[src/rtl/core/atce_pkg.sv]
// Shared types and constants of the text console engine.
`timescale 1ns / 1ps
`default_nettype none
package atce_pkg;

  localparam int GLYPH_W     = 8;
  localparam int GLYPH_H     = 16;
  localparam int PARAM_SLOTS = 4;
  localparam int MAX_RESULTS = 4;
  localparam int SLOT_IDX_W  = $clog2(PARAM_SLOTS);
  localparam int RES_IDX_W   = $clog2(MAX_RESULTS);
  localparam int RES_CNT_W   = $clog2(MAX_RESULTS + 1);

  localparam int CFG_IDX_W  = 1;
  localparam int CFG_DATA_W = 12;
  localparam logic [CFG_IDX_W-1:0] REG_SCREEN_WIDTH  = 1'd0;
  localparam logic [CFG_IDX_W-1:0] REG_SCREEN_HEIGHT = 1'd1;

  // Drawing command codes.
  typedef enum logic [1:0] {
    CMD_FILL   = 2'd0,
    CMD_GLYPH  = 2'd1,
    CMD_SCROLL = 2'd2
  } cmd_e;

  // One drawing command.
  typedef struct packed {
    cmd_e        command;
    logic [11:0] x_px;
    logic [11:0] y_px;
    logic [11:0] width_px;
    logic [11:0] height_px;
    logic [23:0] paint_color;
    logic [23:0] back_color;
    logic [7:0]  glyph_code;
  } cmd_t;

  // All commands caused by one byte.
  typedef struct packed {
    logic [RES_CNT_W-1:0]         count;
    cmd_t [MAX_RESULTS-1:0] cmds;
  } job_t;

endpackage
`default_nettype wire

[src/rtl/core/atce_if.sv]
// Channel interfaces for console bytes and drawing commands.
`timescale 1ns / 1ps
`default_nettype none
interface atce_in_if;
  logic       valid;
  logic       ready;
  logic [7:0] byte_in;
  logic       end_of_write;

  modport source (output valid, output byte_in, output end_of_write, input ready);
  modport sink (input valid, input byte_in, input end_of_write, output ready);
endinterface

interface atce_out_if;
  logic        valid;
  logic        ready;
  logic [1:0]  command;
  logic [11:0] x_px;
  logic [11:0] y_px;
  logic [11:0] width_px;
  logic [11:0] height_px;
  logic [23:0] paint_color;
  logic [23:0] back_color;
  logic [7:0]  glyph_code;
  logic        last_result;

  modport source (output valid, output command, output x_px, output y_px,
                  output width_px, output height_px, output paint_color,
                  output back_color, output glyph_code, output last_result,
                  input ready);
  modport sink (input valid, input command, input x_px, input y_px,
                input width_px, input height_px, input paint_color,
                input back_color, input glyph_code, input last_result,
                output ready);
endinterface
`default_nettype wire

[src/rtl/core/atce_front.sv]
// Front end: escape parser, cursor and color state, builds the commands of each byte.
`timescale 1ns / 1ps
`default_nettype none
module atce_front (
  input  wire logic                          clk_i,
  input  wire logic                          rst_ni,
  atce_in_if.sink                            in_i,
  input  wire logic                          cfg_we_i,
  input  wire logic [atce_pkg::CFG_IDX_W-1:0]  cfg_idx_i,
  input  wire logic [atce_pkg::CFG_DATA_W-1:0] cfg_data_i,
  input  wire logic                          q_ready_i,
  output logic                               q_push_o,
  output atce_pkg::job_t                     q_job_o
);

  localparam logic [1:0] MODE_NORMAL = 2'd0;
  localparam logic [1:0] MODE_ESC    = 2'd1;
  localparam logic [1:0] MODE_CSI    = 2'd2;
  localparam logic [1:0] MODE_PRIV   = 2'd3;

  localparam logic [7:0] CH_ESC = 8'h1B;
  localparam logic [7:0] CH_CR  = 8'h0D;
  localparam logic [7:0] CH_LF  = 8'h0A;
  localparam logic [7:0] CH_BS  = 8'h08;
  localparam logic [7:0] CH_TAB = 8'h09;
  localparam logic [7:0] CH_LBR = 8'h5B;
  localparam logic [7:0] CH_SEMI = 8'h3B;
  localparam logic [7:0] CH_QUES = 8'h3F;
  localparam logic [7:0] CH_0   = 8'h30;
  localparam logic [7:0] CH_9   = 8'h39;
  localparam logic [7:0] CH_H   = 8'h48;
  localparam logic [7:0] CH_J   = 8'h4A;
  localparam logic [7:0] CH_K   = 8'h4B;
  localparam logic [7:0] CH_M   = 8'h6D;
  localparam logic [7:0] CH_LO_H = 8'h68;
  localparam logic [7:0] CH_LO_L = 8'h6C;

  localparam int GW_SH = $clog2(atce_pkg::GLYPH_W);
  localparam int GH_SH = $clog2(atce_pkg::GLYPH_H);
  localparam int SW    = atce_pkg::SLOT_IDX_W;

  logic [11:0] scr_w_q, scr_h_q;
  logic [1:0]  mode_q, mode_d;
  logic [15:0] dv_q, dv_d;
  logic [3:0]  dc_q, dc_d;
  logic [atce_pkg::PARAM_SLOTS-1:0][15:0] slots_q, slots_d;
  logic [SW-1:0] idx_q, idx_d;
  logic [7:0]  row_q, row_d;
  logic [8:0]  col_q, col_d;
  logic [23:0] fore_q, fore_d, grd_q, grd_d;
  logic        rev_q, rev_d, shown_q, shown_d, disc_q, disc_d;

  logic        fire;
  logic [7:0]  rows;
  logic [8:0]  cols;

  // Append one command to the list of a byte.
  function automatic atce_pkg::job_t put(input atce_pkg::job_t j, input atce_pkg::cmd_t c);
    atce_pkg::job_t r;
    r = j;
    if (r.count < atce_pkg::RES_CNT_W'(atce_pkg::MAX_RESULTS)) begin
      r.cmds[r.count[atce_pkg::RES_IDX_W-1:0]] = c;
      r.count = r.count + 1'b1;
    end
    return r;
  endfunction

  function automatic atce_pkg::cmd_t mk(input atce_pkg::cmd_e k, input logic [11:0] x,
                                        input logic [11:0] y, input logic [11:0] w,
                                        input logic [11:0] h, input logic [23:0] paint,
                                        input logic [23:0] back, input logic [7:0] g);
    atce_pkg::cmd_t c;
    c.command = k;
    c.x_px = x;
    c.y_px = y;
    c.width_px = w;
    c.height_px = h;
    c.paint_color = paint;
    c.back_color = back;
    c.glyph_code = g;
    return c;
  endfunction

  // Solid cell at a text position.
  function automatic atce_pkg::cmd_t cursor_cell(input logic [9:0] c, input logic [8:0] r,
                                                 input logic [23:0] color);
    return mk(atce_pkg::CMD_FILL, 12'({c, {GW_SH{1'b0}}}), 12'({r, {GH_SH{1'b0}}}),
              12'(atce_pkg::GLYPH_W), 12'(atce_pkg::GLYPH_H), color, 24'd0, 8'd0);
  endfunction

  // One select graphic rendition code applied to {fore, ground, reverse}.
  function automatic logic [48:0] sgr(input logic [15:0] p, input logic [48:0] s);
    logic [23:0] f, g;
    logic        rv;
    {f, g, rv} = s;
    unique case (p)
      16'd0:  begin f = 24'hFFFFFF; g = 24'h000000; rv = 1'b0; end
      16'd7:  rv = 1'b1;
      16'd27: rv = 1'b0;
      16'd30: f = 24'h414868;
      16'd31: f = 24'hF7768E;
      16'd32: f = 24'h9ECE6A;
      16'd33: f = 24'hE0AF68;
      16'd34: f = 24'h7AA2F7;
      16'd35: f = 24'hBB9AF7;
      16'd36: f = 24'h7DCFFF;
      16'd37: f = 24'hA9B1D6;
      16'd39: f = 24'hC0CAF5;
      16'd40: g = 24'h1A1B26;
      16'd41: g = 24'hF7768E;
      16'd42: g = 24'h9ECE6A;
      16'd43: g = 24'hE0AF68;
      16'd44: g = 24'h7AA2F7;
      16'd45: g = 24'hBB9AF7;
      16'd46: g = 24'h7DCFFF;
      16'd47: g = 24'hA9B1D6;
      16'd49: g = 24'h000000;
      16'd90: f = 24'h565F89;
      16'd91: f = 24'hFF9E9E;
      16'd92: f = 24'hC3E88D;
      16'd93: f = 24'hFFD580;
      16'd94: f = 24'h82AAFF;
      16'd95: f = 24'hC3A6FF;
      16'd96: f = 24'hB4F9F8;
      16'd97: f = 24'hC0CAF5;
      default: ;
    endcase
    return {f, g, rv};
  endfunction

  function automatic logic [SW-1:0] next_idx(input logic [SW-1:0] i);
    return (i == SW'(atce_pkg::PARAM_SLOTS - 1)) ? '0 : i + 1'b1;
  endfunction

  assign in_i.ready = q_ready_i;
  assign fire = in_i.valid && q_ready_i;

  // Text grid size, at least one cell each way.
  always_comb begin
    rows = (scr_h_q[11:GH_SH] == '0) ? 8'd1 : 8'(scr_h_q[11:GH_SH]);
    cols = (scr_w_q[11:GW_SH] == '0) ? 9'd1 : 9'(scr_w_q[11:GW_SH]);
  end

  // Per-byte state update and command list.
  always_comb begin
    atce_pkg::job_t j;
    logic [7:0]  b;
    logic [23:0] fg, bg;
    logic [19:0] v;
    logic [atce_pkg::PARAM_SLOTS-1:0][15:0] ts;
    logic [SW-1:0] ti;
    logic [2:0]  cnt;
    logic [15:0] r16, c16;
    logic [8:0]  r;
    logic [9:0]  c;
    logic [12:0] y;
    logic [11:0] x;
    logic [48:0] st;
    logic        is_digit;

    j = '0;
    b = in_i.byte_in;
    fg = rev_q ? grd_q : fore_q;
    bg = rev_q ? fore_q : grd_q;
    is_digit = (b >= CH_0) && (b <= CH_9);
    v = 20'(dv_q) * 20'd10 + 20'(b - CH_0);
    ts = slots_q;
    ti = idx_q;
    cnt = '0;
    r16 = '0;
    c16 = '0;
    r = 9'(row_q);
    c = 10'(col_q);
    y = '0;
    x = 12'({col_q, {GW_SH{1'b0}}});
    st = '0;

    mode_d = mode_q;
    dv_d = dv_q;
    dc_d = dc_q;
    slots_d = slots_q;
    idx_d = idx_q;
    row_d = row_q;
    col_d = col_q;
    fore_d = fore_q;
    grd_d = grd_q;
    rev_d = rev_q;
    shown_d = shown_q;
    disc_d = disc_q;

    if (fire) begin
      if (disc_q) begin
        // Dropping the rest of a write after a backspace at the origin.
        if (in_i.end_of_write) disc_d = 1'b0;
      end else begin
        unique case (mode_q)
          MODE_ESC: begin
            mode_d = (b == CH_LBR) ? MODE_CSI : MODE_NORMAL;
          end
          MODE_CSI: begin
            if (is_digit) begin
              dv_d = (v > 20'd65535) ? 16'hFFFF : v[15:0];
              dc_d = (dc_q < 4'd15) ? dc_q + 4'd1 : dc_q;
            end else if (b == CH_SEMI) begin
              slots_d[idx_q] = dv_q;
              idx_d = next_idx(idx_q);
              dv_d = '0;
              dc_d = '0;
            end else if (b == CH_QUES) begin
              dv_d = '0;
              dc_d = '0;
              slots_d = '0;
              mode_d = MODE_PRIV;
            end else begin
              mode_d = MODE_NORMAL;
              dv_d = '0;
              dc_d = '0;
              if (dc_q != '0) begin
                ts[idx_q] = dv_q;
                ti = next_idx(idx_q);
              end
              if (b == CH_H) begin
                // Cursor position, one-based row and column, clamped.
                r16 = (ti != '0 && ts[0] != '0) ? ts[0] - 16'd1 : '0;
                c16 = (ti > SW'(1) && ts[1 % atce_pkg::PARAM_SLOTS] != '0) ?
                      ts[1 % atce_pkg::PARAM_SLOTS] - 16'd1 : '0;
                row_d = (r16 >= 16'(rows)) ? rows - 8'd1 : r16[7:0];
                col_d = (c16 >= 16'(cols)) ? cols - 9'd1 : c16[8:0];
                slots_d = ts;
                idx_d = '0;
              end else if (b == CH_J) begin
                if (dc_q != '0 && dv_q == 16'd2) begin
                  j = put(j, mk(atce_pkg::CMD_FILL, 12'd0, 12'd0, scr_w_q, scr_h_q,
                                bg, 24'd0, 8'd0));
                  row_d = '0;
                  col_d = '0;
                end else begin
                  j = put(j, mk(atce_pkg::CMD_FILL, x, 12'({row_q, {GH_SH{1'b0}}}),
                                (scr_w_q > x) ? scr_w_q - x : 12'd0,
                                12'(atce_pkg::GLYPH_H), bg, 24'd0, 8'd0));
                  if (9'(row_q) + 9'd1 < 9'(rows)) begin
                    y = 13'({9'(row_q) + 9'd1, {GH_SH{1'b0}}});
                    j = put(j, mk(atce_pkg::CMD_FILL, 12'd0, y[11:0], scr_w_q,
                                  (13'(scr_h_q) > y) ? 12'(13'(scr_h_q) - y) : 12'd0,
                                  bg, 24'd0, 8'd0));
                  end
                end
              end else if (b == CH_K) begin
                j = put(j, mk(atce_pkg::CMD_FILL, x, 12'({row_q, {GH_SH{1'b0}}}),
                              (scr_w_q > x) ? scr_w_q - x : 12'd0,
                              12'(atce_pkg::GLYPH_H), bg, 24'd0, 8'd0));
              end else if (b == CH_M) begin
                // Color selection; no parameter means reset.
                cnt = 3'(ti);
                if (ti == '0) begin
                  ts[0] = '0;
                  cnt = 3'd1;
                end
                st = {fore_q, grd_q, rev_q};
                for (int p = 0; p < atce_pkg::PARAM_SLOTS; p++) begin
                  if (3'(p) < cnt) st = sgr(ts[p], st);
                end
                {fore_d, grd_d, rev_d} = st;
                slots_d = ts;
                idx_d = '0;
              end
            end
          end
          MODE_PRIV: begin
            if (is_digit) begin
              dv_d = (v > 20'd65535) ? 16'hFFFF : v[15:0];
              dc_d = (dc_q < 4'd15) ? dc_q + 4'd1 : dc_q;
            end else begin
              if ((b == CH_LO_L || b == CH_LO_H) && dv_q == 16'd25) begin
                shown_d = (b == CH_LO_H);
                if (col_q < cols && row_q < rows)
                  j = put(j, cursor_cell(10'(col_q), 9'(row_q),
                                         (b == CH_LO_H) ? fg : bg));
              end
              dv_d = '0;
              dc_d = '0;
              mode_d = MODE_NORMAL;
            end
          end
          default: begin
            if (b == CH_ESC) begin
              mode_d = MODE_ESC;
              idx_d = '0;
              slots_d = '0;
            end else begin
              // Erase the cursor cell before anything moves.
              if (shown_q && col_q < cols && row_q < rows)
                j = put(j, cursor_cell(10'(col_q), 9'(row_q), bg));
              if (b == CH_CR) begin
                col_d = '0;
              end else if (b == CH_BS) begin
                if (col_q == '0 && row_q == '0) begin
                  if (!in_i.end_of_write) disc_d = 1'b1;
                end else begin
                  if (c == '0) begin
                    r = r - 9'd1;
                    c = 10'(cols);
                  end
                  c = c - 10'd1;
                  row_d = r[7:0];
                  col_d = c[8:0];
                  j = put(j, cursor_cell(c, r, shown_q ? fg : bg));
                end
              end else if (b == CH_LF) begin
                r = r + 9'd1;
                col_d = '0;
                if (r >= 9'(rows)) begin
                  j = put(j, mk(atce_pkg::CMD_SCROLL, 12'd0, 12'd0, scr_w_q,
                                12'(atce_pkg::GLYPH_H), 24'd0, bg, 8'd0));
                  r = 9'(rows) - 9'd1;
                end
                row_d = r[7:0];
              end else if (b == CH_TAB) begin
                c = c + (10'd8 - 10'(c[2:0]));
                if (c >= 10'(cols)) begin
                  c = '0;
                  r = r + 9'd1;
                end
                if (r >= 9'(rows)) begin
                  j = put(j, mk(atce_pkg::CMD_SCROLL, 12'd0, 12'd0, scr_w_q,
                                12'(atce_pkg::GLYPH_H), 24'd0, bg, 8'd0));
                  r = 9'(rows) - 9'd1;
                end
                row_d = r[7:0];
                col_d = c[8:0];
              end else begin
                // Printable: wrap, scroll, glyph, then the cursor after it.
                if (c >= 10'(cols)) begin
                  r = r + 9'd1;
                  c = '0;
                end
                if (r >= 9'(rows)) begin
                  j = put(j, mk(atce_pkg::CMD_SCROLL, 12'd0, 12'd0, scr_w_q,
                                12'(atce_pkg::GLYPH_H), 24'd0, bg, 8'd0));
                  r = 9'(rows) - 9'd1;
                end
                j = put(j, mk(atce_pkg::CMD_GLYPH, 12'({c, {GW_SH{1'b0}}}),
                              12'({r, {GH_SH{1'b0}}}), 12'(atce_pkg::GLYPH_W),
                              12'(atce_pkg::GLYPH_H), fg, bg, b));
                c = c + 10'd1;
                if (shown_q && c < 10'(cols) && r < 9'(rows)) j = put(j, cursor_cell(c, r, fg));
                row_d = r[7:0];
                col_d = c[8:0];
              end
            end
          end
        endcase
      end
    end

    q_job_o = j;
    q_push_o = fire && (j.count != '0);
  end

  // Configuration registers.
  always_ff @(posedge clk_i or negedge rst_ni) begin
    if (!rst_ni) begin
      scr_w_q <= 12'd640;
      scr_h_q <= 12'd480;
    end else if (cfg_we_i) begin
      if (cfg_idx_i == atce_pkg::REG_SCREEN_WIDTH) scr_w_q <= cfg_data_i;
      if (cfg_idx_i == atce_pkg::REG_SCREEN_HEIGHT) scr_h_q <= cfg_data_i;
    end
  end

  // Parser and console state.
  always_ff @(posedge clk_i or negedge rst_ni) begin
    if (!rst_ni) begin
      mode_q  <= MODE_NORMAL;
      dv_q    <= '0;
      dc_q    <= '0;
      slots_q <= '0;
      idx_q   <= '0;
      row_q   <= '0;
      col_q   <= '0;
      fore_q  <= 24'hFFFFFF;
      grd_q   <= '0;
      rev_q   <= 1'b0;
      shown_q <= 1'b1;
      disc_q  <= 1'b0;
    end else begin
      mode_q  <= mode_d;
      dv_q    <= dv_d;
      dc_q    <= dc_d;
      slots_q <= slots_d;
      idx_q   <= idx_d;
      row_q   <= row_d;
      col_q   <= col_d;
      fore_q  <= fore_d;
      grd_q   <= grd_d;
      rev_q   <= rev_d;
      shown_q <= shown_d;
      disc_q  <= disc_d;
    end
  end

endmodule
`default_nettype wire

[src/rtl/core/atce_queue.sv]
// Two-entry queue of command lists between the front and back ends.
`timescale 1ns / 1ps
`default_nettype none
module atce_queue (
  input  wire logic           clk_i,
  input  wire logic           rst_ni,
  input  wire logic           push_i,
  input  wire atce_pkg::job_t push_job_i,
  output logic                ready_o,
  input  wire logic           pop_i,
  output logic                head_valid_o,
  output atce_pkg::job_t      head_job_o
);

  atce_pkg::job_t mem_q [2];
  logic       wr_q, rd_q;
  logic [1:0] cnt_q;

  assign ready_o = (cnt_q != 2'd2);
  assign head_valid_o = (cnt_q != 2'd0);
  assign head_job_o = mem_q[rd_q];

  // Storage.
  always_ff @(posedge clk_i) begin
    if (push_i) mem_q[wr_q] <= push_job_i;
  end

  // Pointers and fill count.
  always_ff @(posedge clk_i or negedge rst_ni) begin
    if (!rst_ni) begin
      wr_q  <= 1'b0;
      rd_q  <= 1'b0;
      cnt_q <= 2'd0;
    end else begin
      if (push_i) wr_q <= ~wr_q;
      if (pop_i) rd_q <= ~rd_q;
      cnt_q <= cnt_q + 2'(push_i) - 2'(pop_i);
    end
  end

endmodule
`default_nettype wire

[src/rtl/core/atce_back.sv]
// Back end: hands out the commands of each list one word per cycle while out_o.ready is high.
`timescale 1ns / 1ps
`default_nettype none
module atce_back (
  input  wire logic           clk_i,
  input  wire logic           rst_ni,
  input  wire logic           head_valid_i,
  input  wire atce_pkg::job_t head_job_i,
  output logic                pop_o,
  atce_out_if.source          out_o
);

  logic [atce_pkg::RES_IDX_W-1:0] sel_q;
  logic           ov_q;
  atce_pkg::cmd_t cmd_q;
  logic           last_q;
  logic           load, last;

  assign last = (atce_pkg::RES_CNT_W'(sel_q) + 1'b1) == head_job_i.count;
  assign load = head_valid_i && (!ov_q || out_o.ready);
  assign pop_o = load && last;

  // Output register and position within the current list.
  always_ff @(posedge clk_i or negedge rst_ni) begin
    if (!rst_ni) begin
      ov_q  <= 1'b0;
      sel_q <= '0;
    end else begin
      if (load) begin
        ov_q  <= 1'b1;
        sel_q <= last ? '0 : sel_q + 1'b1;
      end else if (out_o.ready) begin
        ov_q <= 1'b0;
      end
    end
  end

  always_ff @(posedge clk_i) begin
    if (load) begin
      cmd_q  <= head_job_i.cmds[sel_q];
      last_q <= last;
    end
  end

  assign out_o.valid       = ov_q;
  assign out_o.command     = cmd_q.command;
  assign out_o.x_px        = cmd_q.x_px;
  assign out_o.y_px        = cmd_q.y_px;
  assign out_o.width_px    = cmd_q.width_px;
  assign out_o.height_px   = cmd_q.height_px;
  assign out_o.paint_color = cmd_q.paint_color;
  assign out_o.back_color  = cmd_q.back_color;
  assign out_o.glyph_code  = cmd_q.glyph_code;
  assign out_o.last_result = last_q;

endmodule
`default_nettype wire

[src/rtl/core/ansi_text_console_engine.sv]
// Top level of the text console engine.
`timescale 1ns / 1ps
`default_nettype none
// Console bytes enter on in_i and are parsed combinationally; each byte turns into zero
// to four drawing commands (fill, glyph, scroll) that leave on out_o one word per cycle
// while the receiver is ready, with last_result marking the final command of a byte. A
// printed character with a visible cursor gives up to four commands. A two-entry queue
// between parser and output lets input keep flowing while commands wait, until it is full.
// Screen size registers are written through cfg_we_i, cfg_idx_i and cfg_data_i; the user
// must do so only while the block is idle, which the block itself does not enforce.
module ansi_text_console_engine (
  input  wire logic                            clk_i,
  input  wire logic                            rst_ni,
  atce_in_if.sink                              in_i,
  atce_out_if.source                           out_o,
  input  wire logic                            cfg_we_i,
  input  wire logic [atce_pkg::CFG_IDX_W-1:0]  cfg_idx_i,
  input  wire logic [atce_pkg::CFG_DATA_W-1:0] cfg_data_i
);

  logic           q_ready, q_push, head_valid, pop;
  atce_pkg::job_t push_job, head_job;

  atce_front u_front (
    .clk_i      (clk_i),
    .rst_ni     (rst_ni),
    .in_i       (in_i),
    .cfg_we_i   (cfg_we_i),
    .cfg_idx_i  (cfg_idx_i),
    .cfg_data_i (cfg_data_i),
    .q_ready_i  (q_ready),
    .q_push_o   (q_push),
    .q_job_o    (push_job)
  );

  atce_queue u_queue (
    .clk_i        (clk_i),
    .rst_ni       (rst_ni),
    .push_i       (q_push),
    .push_job_i   (push_job),
    .ready_o      (q_ready),
    .pop_i        (pop),
    .head_valid_o (head_valid),
    .head_job_o   (head_job)
  );

  atce_back u_back (
    .clk_i        (clk_i),
    .rst_ni       (rst_ni),
    .head_valid_i (head_valid),
    .head_job_i   (head_job),
    .pop_o        (pop),
    .out_o        (out_o)
  );

endmodule
`default_nettype wire

[src/flat_wrapper.sv]
// flat-port wrapper written by rule: the top's interface ports become plain ports
module ansi_text_console_engine_flat 
  (clk_i, rst_ni, cfg_we_i, cfg_idx_i, cfg_data_i, in_i_valid, in_i_byte_in, in_i_end_of_write, in_i_ready, out_o_valid, out_o_command, out_o_x_px, out_o_y_px, out_o_width_px, out_o_height_px, out_o_paint_color, out_o_back_color, out_o_glyph_code, out_o_last_result, out_o_ready);
  atce_in_if in_i_i ();
  atce_out_if out_o_i ();
  input  wire logic clk_i;
  input  wire logic rst_ni;
  input  wire logic cfg_we_i;
  input  wire logic [atce_pkg::CFG_IDX_W-1:0] cfg_idx_i;
  input  wire logic [atce_pkg::CFG_DATA_W-1:0] cfg_data_i;
  input wire logic [$bits(in_i_i.valid)-1:0] in_i_valid;
  input wire logic [$bits(in_i_i.byte_in)-1:0] in_i_byte_in;
  input wire logic [$bits(in_i_i.end_of_write)-1:0] in_i_end_of_write;
  output wire logic [$bits(in_i_i.ready)-1:0] in_i_ready;
  output wire logic [$bits(out_o_i.valid)-1:0] out_o_valid;
  output wire logic [$bits(out_o_i.command)-1:0] out_o_command;
  output wire logic [$bits(out_o_i.x_px)-1:0] out_o_x_px;
  output wire logic [$bits(out_o_i.y_px)-1:0] out_o_y_px;
  output wire logic [$bits(out_o_i.width_px)-1:0] out_o_width_px;
  output wire logic [$bits(out_o_i.height_px)-1:0] out_o_height_px;
  output wire logic [$bits(out_o_i.paint_color)-1:0] out_o_paint_color;
  output wire logic [$bits(out_o_i.back_color)-1:0] out_o_back_color;
  output wire logic [$bits(out_o_i.glyph_code)-1:0] out_o_glyph_code;
  output wire logic [$bits(out_o_i.last_result)-1:0] out_o_last_result;
  input wire logic [$bits(out_o_i.ready)-1:0] out_o_ready;
  assign in_i_i.valid = in_i_valid;
  assign in_i_i.byte_in = in_i_byte_in;
  assign in_i_i.end_of_write = in_i_end_of_write;
  assign in_i_ready = in_i_i.ready;
  assign out_o_valid = out_o_i.valid;
  assign out_o_command = out_o_i.command;
  assign out_o_x_px = out_o_i.x_px;
  assign out_o_y_px = out_o_i.y_px;
  assign out_o_width_px = out_o_i.width_px;
  assign out_o_height_px = out_o_i.height_px;
  assign out_o_paint_color = out_o_i.paint_color;
  assign out_o_back_color = out_o_i.back_color;
  assign out_o_glyph_code = out_o_i.glyph_code;
  assign out_o_last_result = out_o_i.last_result;
  assign out_o_i.ready = out_o_ready;
  ansi_text_console_engine u_core (.clk_i(clk_i), .rst_ni(rst_ni), .in_i(in_i_i), .out_o(out_o_i), .cfg_we_i(cfg_we_i), .cfg_idx_i(cfg_idx_i), .cfg_data_i(cfg_data_i));
endmodule
[config.mk]
export PLATFORM = sky130hd
export DESIGN_NAME = ansi_text_console_engine_flat
export DESIGN_NICKNAME = d
export VERILOG_FILES = /design/src/rtl/core/atce_pkg.sv /design/src/rtl/core/atce_if.sv /design/src/rtl/core/atce_front.sv /design/src/rtl/core/atce_queue.sv /design/src/rtl/core/atce_back.sv /design/src/rtl/core/ansi_text_console_engine.sv /design/src/flat_wrapper.sv
export SDC_FILE = /design/constraint.sdc
export NUM_CORES = 2
export LEC_CHECK = 0
export ABC_AREA = 1
export BUFFER_PORTS_ARGS = -buffer_cell sky130_fd_sc_hd__buf_2
export CELL_PAD_IN_SITES_DETAIL_PLACEMENT = 1
export CELL_PAD_IN_SITES_GLOBAL_PLACEMENT = 2
export CORE_MARGIN = 4
export CORE_UTILIZATION = 30
export CTS_CLUSTER_DIAMETER = 40
export DETAILED_ROUTE_END_ITERATION = 6
export PLACE_DENSITY_LB_ADDON = 0.1
export SLEW_MARGIN = 20
export SYNTH_ARGS = -nofsm -noshare
export SYNTH_HDL_FRONTEND = slang
export SYNTH_SLANG_ARGS = --single-unit
[constraint.sdc]
create_clock -name clk_i -period 33.1 [get_ports clk_i]
set_clock_uncertainty 0.1 [all_clocks]
set_input_delay 3.31 -clock clk_i [delete_from_list [all_inputs] [get_ports clk_i]]
set_output_delay 3.31 -clock clk_i [all_outputs]
set_load 0.05 [all_outputs]
# Yosys cells after proc, flatten, opt, wreduce, memory -nomap -nowiden
# Memory sizes are Yosys's and may differ from the RTL's.
# Index checks and enable logic that the tools add are counted.
# W data, S select, Z words.
# op_classes
addsub	25
mul	1
n_lt_le_gt_ge	38
n_eq_ne	152
n_mux	283
n_bitwise	11
n_reduce_logical	67
# ops
cell	count
$mux W427	44
$mux W425	5
$bwmux W424	5
$pmux W24 S17	4
$mux W106	14
$pmux W427 S3	1
$eq A16 B6 Y1 const B	64
$mux W64	15
$pmux W24 S9	4
$demux W106 S2	4
$mux W49	14
$eq A16 B7 Y1 const B	32
$mux W9	51
$mux W16	16
$bmux W106 S2	1
$eq A16 B5 Y1 const B	13
$mux W8	24
$pmux W64 S2	1
$mux W24	4
$mux W10	8
$bwmux W64	1
$eq A16 B3 Y1 const B	4
$logic_not A16 Y1	4
$mux W3	19
other kinds (86)	225
# word_totals
ff_bits	294
mem_bits_rw	854
input_bits	27
output_inout_bits	109
wordCells	609
mem_count	1
# memory_table
name	depth	width	rd	rd_clocked_by_memory_dff	wr	line_no	rtl
u_core.u_queue.mem_q	2	427	1	0	1	atce_queue.sv:15	atce_pkg::job_t mem_q [2];

# Logic depth before layout (Yosys ltp)
# logic_depth
word_depth	58
mapped_depth	50
ltp_nobuf	47

# Hierarchy
# From an unflattened synthesis, not the netlist that was laid out.
# unflattened
cells_unflattened	7882
area_unflattened_um2	66581.4
# by_module_without_submodules
module	instances	cells_each	area_per_inst_um2	seq_area_each_um2
atce_queue	1	2255	31965.7	25744.7
atce_front	1	4887	28199.5	4142.7
atce_back	1	740	6416.2	3288.2

# Worst setup path after synthesis
# Ideal clock, no wire load.
# synth_timing
kind	register to register
start	register u_core.u_front.col_q[0]
end	memory u_core.u_queue.mem_q[1][0] in the netlist's numbering (enable)
setup_ns	1.077
arrival_ns	20.300
required_time_ns	31.923
path_slack_ns	11.623
stages_incl_launch_ff	38
path_buffers	1
period_less_slack_ns	21.477
cell_sequence	dfrtp_1 > inv_1 > ha_1 > ha_1 > xnor2_1 > nand2_1 > o21ai_0 > nand2_1 > nor2_1 > xor2_1 > inv_1 > ha_1 > nand2_1 > inv_1 > nand4_1 > nand4_1 > nand2_1 > nand2_1 > [2 not listed] > o21ai_0 > ha_1 > a21oi_1 > o21ai_0 > o21ai_0 > nand2_1 > a211o_1 > o21bai_2 > ha_1 > a221oi_1 > nand2_1 > nand2_1 > nand2_1 > nand2_1 > nand2_1 > nand2_1 > inv_1 > nor2_1
# synth_via
elab_chain_cells	45
elab_cells_between_ends	104
classes_between	6 x add/sub; 10 x order compare; 79 x mux; 9 x reduce/logical
# synth_lines
item	line_no	rtl
start, declared	atce_front.sv:49	logic [8:0] col_q, col_d;
start signal, assigned	atce_front.sv:393	col_q <= col_d;
$ge A9 B9 Y1	atce_front.sv:333	if (c >= 10'(cols)) begin
$mux W9	atce_front.sv:333	
$mux W9	atce_front.sv:318	end else if (b == CH_TAB) begin
$mux W9	atce_front.sv:309	end else if (b == CH_LF) begin
$mux W9	atce_front.sv:296	end else if (b == CH_BS) begin
$mux W9	atce_front.sv:294	if (b == CH_CR) begin
$mux W9	atce_front.sv:286	if (b == CH_ESC) begin
$mux W9	atce_front.sv:196	unique case (mode_q)
[29 not listed]	--	
$mux W427	atce_front.sv:286	
$pmux W427 S3 (*)	atce_front.sv:196	
$mux W427 (*)	atce_front.sv:192	if (disc_q) begin
$mux W427 (*)	atce_front.sv:191	if (fire) begin
$reduce_bool A3 Y1 (*)	atce_front.sv:357	q_push_o = fire && (j.count != '0);
$logic_and A1 B1 Y1 (*)	atce_front.sv:357	
$mux W1 (*)	atce_queue.sv:25	if (push_i) mem_q[wr_q] <= push_job_i;
$mux W1 (not written as such) (*)	atce_queue.sv:25	
end, declared	atce_queue.sv:15	
# Every way passes the cells marked *; elsewhere a longest branch is shown, timed or not. The select of a mux whose other input is x is not followed.

==> metrics.md <==
| Metric | Value |
|---|---|
| Post-synthesis simple-gate area fraction | 20.3% |
| Largest net degree at the start of global routing | 138 |
| Area Overhead vs Synth | 17.0% |
| Die area | 199000 um^2 |
| Syn Area/Cell | 8.44 um^2 |
| Synth Area in Compound Gates | 17.4% |
| Ys async rst share | 17.6% |
| Global-route wire length before repair | 371000 um |
| Dpl hpwl | 184000 um |
| Reg-to-reg setup timing slack | 21630 ps |
| Flops & latches, synth | 971 |
| Post-CTS sizing | 0 |
| Total track usage | 25.2% |
| Drt pass-1 iters | 6 |
| Clock net sink count | 971 |
| Number of global-route vias before repair | 52240 |
| Worst-Margin Slew | 1340 ps |
| Worst-skew pair later-pin latency | 850 ps |
| CP Max Fanout | 64 |
| Library cells used by synthesis | 76 |
| Final slew viol count | 0 |
| Total wire length | 256000 um |
| Leakage power | 27.5 nW |
| Vias/cell | 5.41 |
| Clock tree buffer depth | 3 |
| # setup viols final | 0 |
| Worst setup EP type | flip-flop |
| Setup TNS | 0 ps |
| Final Wtd Congestion | 0.919 |
| Die Height | 446 um |
| IO buf count | 128 |
| Worst path max stage delay | 840 ps |
| Fmax | 87.2 MHz |
| I/O pins | 136 |
| Post-Synth Adder-Cell Area | 4.23% |
| Sequential fraction of the synthesis area | 49.3% |
| Largest family of logic cells by synthesized area | simple AND/OR/NAND/NOR gates |
| Cell area after layout | 67300 um^2 |
| Nets | 7119 |
| Share of layout cells above drive strength 1 | 11.1% |
| Final hold violations | 0 |
| Crit start category | flip-flop |
| Arrival @ worst endpoint | 11800 ps |
| Post-synthesis mux area share | 0% |
| Min-delay src | u_core.u_front.fore_q[10] |
| Worst-case vdd ir drop | 0.0762 mV |
| Min-Delay Path Class | flip-flop to flip-flop |
| Reg2reg path depth | 45 |
| Final ANT Viol Nets | 0 |
| Reg2reg end | u_core.u_queue.mem_q[1][367] |
| Setup bufs post-CTS | 0 |
| CP required | 33430 ps |
| Clock buffer count from CTS | 188 |
| Hold path depth | 2 |
| Horiz. Die Dim | 446 um |
| Pwr/cell area | 126 nW/um^2 |
| Tcrit/Tclk final | 34.7% |
| Vias | 51843 |
| Slowest stage cell, crit path | buf_4 |
| Row count | 160 |
| Max Cap Violations | 0 |
| Worst rel slew slack | 9.84% |
| Reg2reg start | u_core.u_front.scr_w_q[7] |
| H-tree levels | 4 |
| # hold bufs at CTS | 0 |
| Initial antenna violation count | 16 |
| Clock Pin Slew Worst Setup and Hold Paths | 50 ps |
| Post-Synthesis Cell Area | 57500 um^2 |
| Worst hold endpoint | u_core.u_front.fore_q[10] |
| 1st-iter DRT viols | 3903 |
| Drt wl/cell | 26.7 um |
| Synth Instances | 6818 |
| Outcome | finished clean |
| Critical path's most frequent cell | nand2_1 |
| Core box area | 190000 um^2 |
| Number of synthesized flops with an enable pin | 800 |
| DRC violations left | 0 |
| Critical path type | flip-flop to flip-flop |
| Dpl cell area | 60800 um^2 |
| Minimum clock period | 11470 ps |
| CTS tree | done |
| Unrepaired setup endpoints after global routing | no |
| Ys Warns | 0 |
| Main synth FF type | edfxtp_1 |
| GRT overflow | 0 |
| Xor/xnor share of the synthesized area | 1.43% |
| Clk root buf | clkbuf_16 |
| Effective utilization at floorplan | 30.2% |
layout by cell type, fill, tap and decap left out, drive strengths merged, types with 14 or more instances in the layout:
| cell | count |
|---|---|
| ha | 188 |
| xor2 | 76 |
| nand2 | 979 |
| nand3 | 231 |
| clkbuf | 211 |
| o211ai | 61 |
| a21oi | 260 |
| o22ai | 192 |
| a22oi | 56 |
| buf | 230 |
| a221oi | 28 |
| nand4 | 82 |
| xnor2 | 18 |
| a21boi | 18 |
| inv | 743 |
| o221ai | 14 |
| nor3 | 173 |
| nor2 | 1229 |
| o21ai | 879 |
| clkinv | 83 |
| o32ai | 15 |
| dfrtp | 140 |
| dfstp | 31 |
| nor4 | 52 |
| o21bai | 16 |
| clkinvlp | 23 |
| edfxtp | 800 |
| a31oi | 113 |
worst max-delay path by stage:
stage / slack (ps) / from / to / cells past startpoint
floorplan: 11620 / u_core.u_front.col_q[0] / u_core.u_queue.mem_q[1][0] / 37
global placement: 21990 / u_core.u_front.scr_w_q[7] / u_core.u_queue.mem_q[1][260] / 44
detailed placement: 21800 / u_core.u_front.scr_w_q[7] / u_core.u_queue.mem_q[1][260] / 44
CTS: 21740 / u_core.u_front.scr_w_q[7] / u_core.u_queue.mem_q[1][261] / 44
global route: 20980 / u_core.u_front.scr_w_q[7] / u_core.u_queue.mem_q[1][260] / 44
finish: 21630 / u_core.u_front.scr_w_q[7] / u_core.u_queue.mem_q[1][367] / 45
layout make-up:
type | instances | area (um^2)
clock inverters | 143 | 1610
inverters | 718 | 2730
flip-flops and latches | 971 | 28300
repair buffers | 232 | 1490
well taps | 2511 | 3140
fillers | 22155 | 123000
multi-input cells | 4789 | 25100
clock buffers | 209 | 4850
diodes | 6 | 15.0
synthesized netlist by cell type, drive strengths merged, types with 16 or more instances:
| master | n | area, um^2 |
|---|---|---|
| nor2 | 1229 | 4780 |
| ha | 188 | 2350 |
| o211ai | 61 | 473 |
| inv | 699 | 2630 |
| clkbuf | 271 | 1020 |
| dfrtp | 140 | 3500 |
| clkinv | 19 | 71.3 |
| nand2 | 979 | 3760 |
| a31oi | 113 | 707 |
| a221oi | 28 | 245 |
| nor4 | 52 | 344 |
| nand4 | 82 | 519 |
| a21oi | 260 | 1300 |
| a21boi | 18 | 135 |
| nor3 | 173 | 921 |
| a22oi | 56 | 420 |
| o22ai | 192 | 1200 |
| edfxtp | 800 | 24000 |
| xnor2 | 18 | 158 |
| xor2 | 76 | 666 |
| o21ai | 879 | 4520 |
| o21bai | 16 | 124 |
| dfstp | 31 | 815 |
| buf | 75 | 478 |
| nand3 | 231 | 1220 |
cells by family after synthesis:
kind of cell | count (synthesis)
adder cells (fa/ha/maj) | 192
AND/OR/NAND/NOR | 2768
buffers and inverters | 1064
XOR/XNOR | 94
other | 1
AO/OA/AOI/OAI | 1728
flip-flops | 971
sequential cells by signal, indices dropped and copies added (netlist names), 8 cells and up:
register	count
u_core.u_back.out_o.back_color	24
u_core.u_back.out_o.glyph_code	8
u_core.u_back.out_o.height_px	12
u_core.u_back.out_o.paint_color	24
u_core.u_back.out_o.width_px	12
u_core.u_back.out_o.x_px	9
u_core.u_back.out_o.y_px	8
u_core.u_front.col_q	9
u_core.u_front.dv_q	16
u_core.u_front.fore_q	24
u_core.u_front.grd_q	24
u_core.u_front.row_q	8
u_core.u_front.scr_h_q	12
u_core.u_front.scr_w_q	12
u_core.u_front.slots_q	48
u_core.u_queue.mem_q	700
worst max-delay path, delay by kind of cell, from the launching register on:
kind	cells	cell delay (ps)
adders and majority gates	3	980
buffers and inverters	8	3360
AOI/OAI and AO/OA	6	1750
DFF	1	620
and+or+nand+nor	28	4040
where the power goes:
| group | switching, mW | leakage (nW) | total (mW) | internal [mW] |
|---|---|---|---|---|
| registers | 0.196 | 9.58 | 2.32 | 2.12 |
| clock network | 0.735 | 3.08 | 1.91 | 1.18 |
| logic | 3.23 | 14.8 | 4.28 | 1.05 |
through the flow:
step / hold WS [ps] / power [mW] / std cells / worst slack (ps) / util (%)
floorplan: 353 / 5.25 / 6824 / 11620 / -
CTS: 380 / 8.59 / 9572 / 21740 / 35.3
detailed placement: 371 / 6.63 / 9220 / 21800 / 32.0
finish: 382 / 8.51 / 9579 / 21630 / 35.4
global placement: 368 / 6.60 / 9220 / 21990 / 32.0
global route: 413 / 9.06 / 9576 / 20980 / 35.4
layer usage:
layer  wire length [um]  track usage, %  vias to the layer above
li1                   -               -                    23937
met2             119000            41.0                     1311
met1             119000            35.3                    26277
met3              12100            3.62                      318
met5                  0               0                        -
met4               5630            6.26                        0
Power figures use the tool's default switching activity.
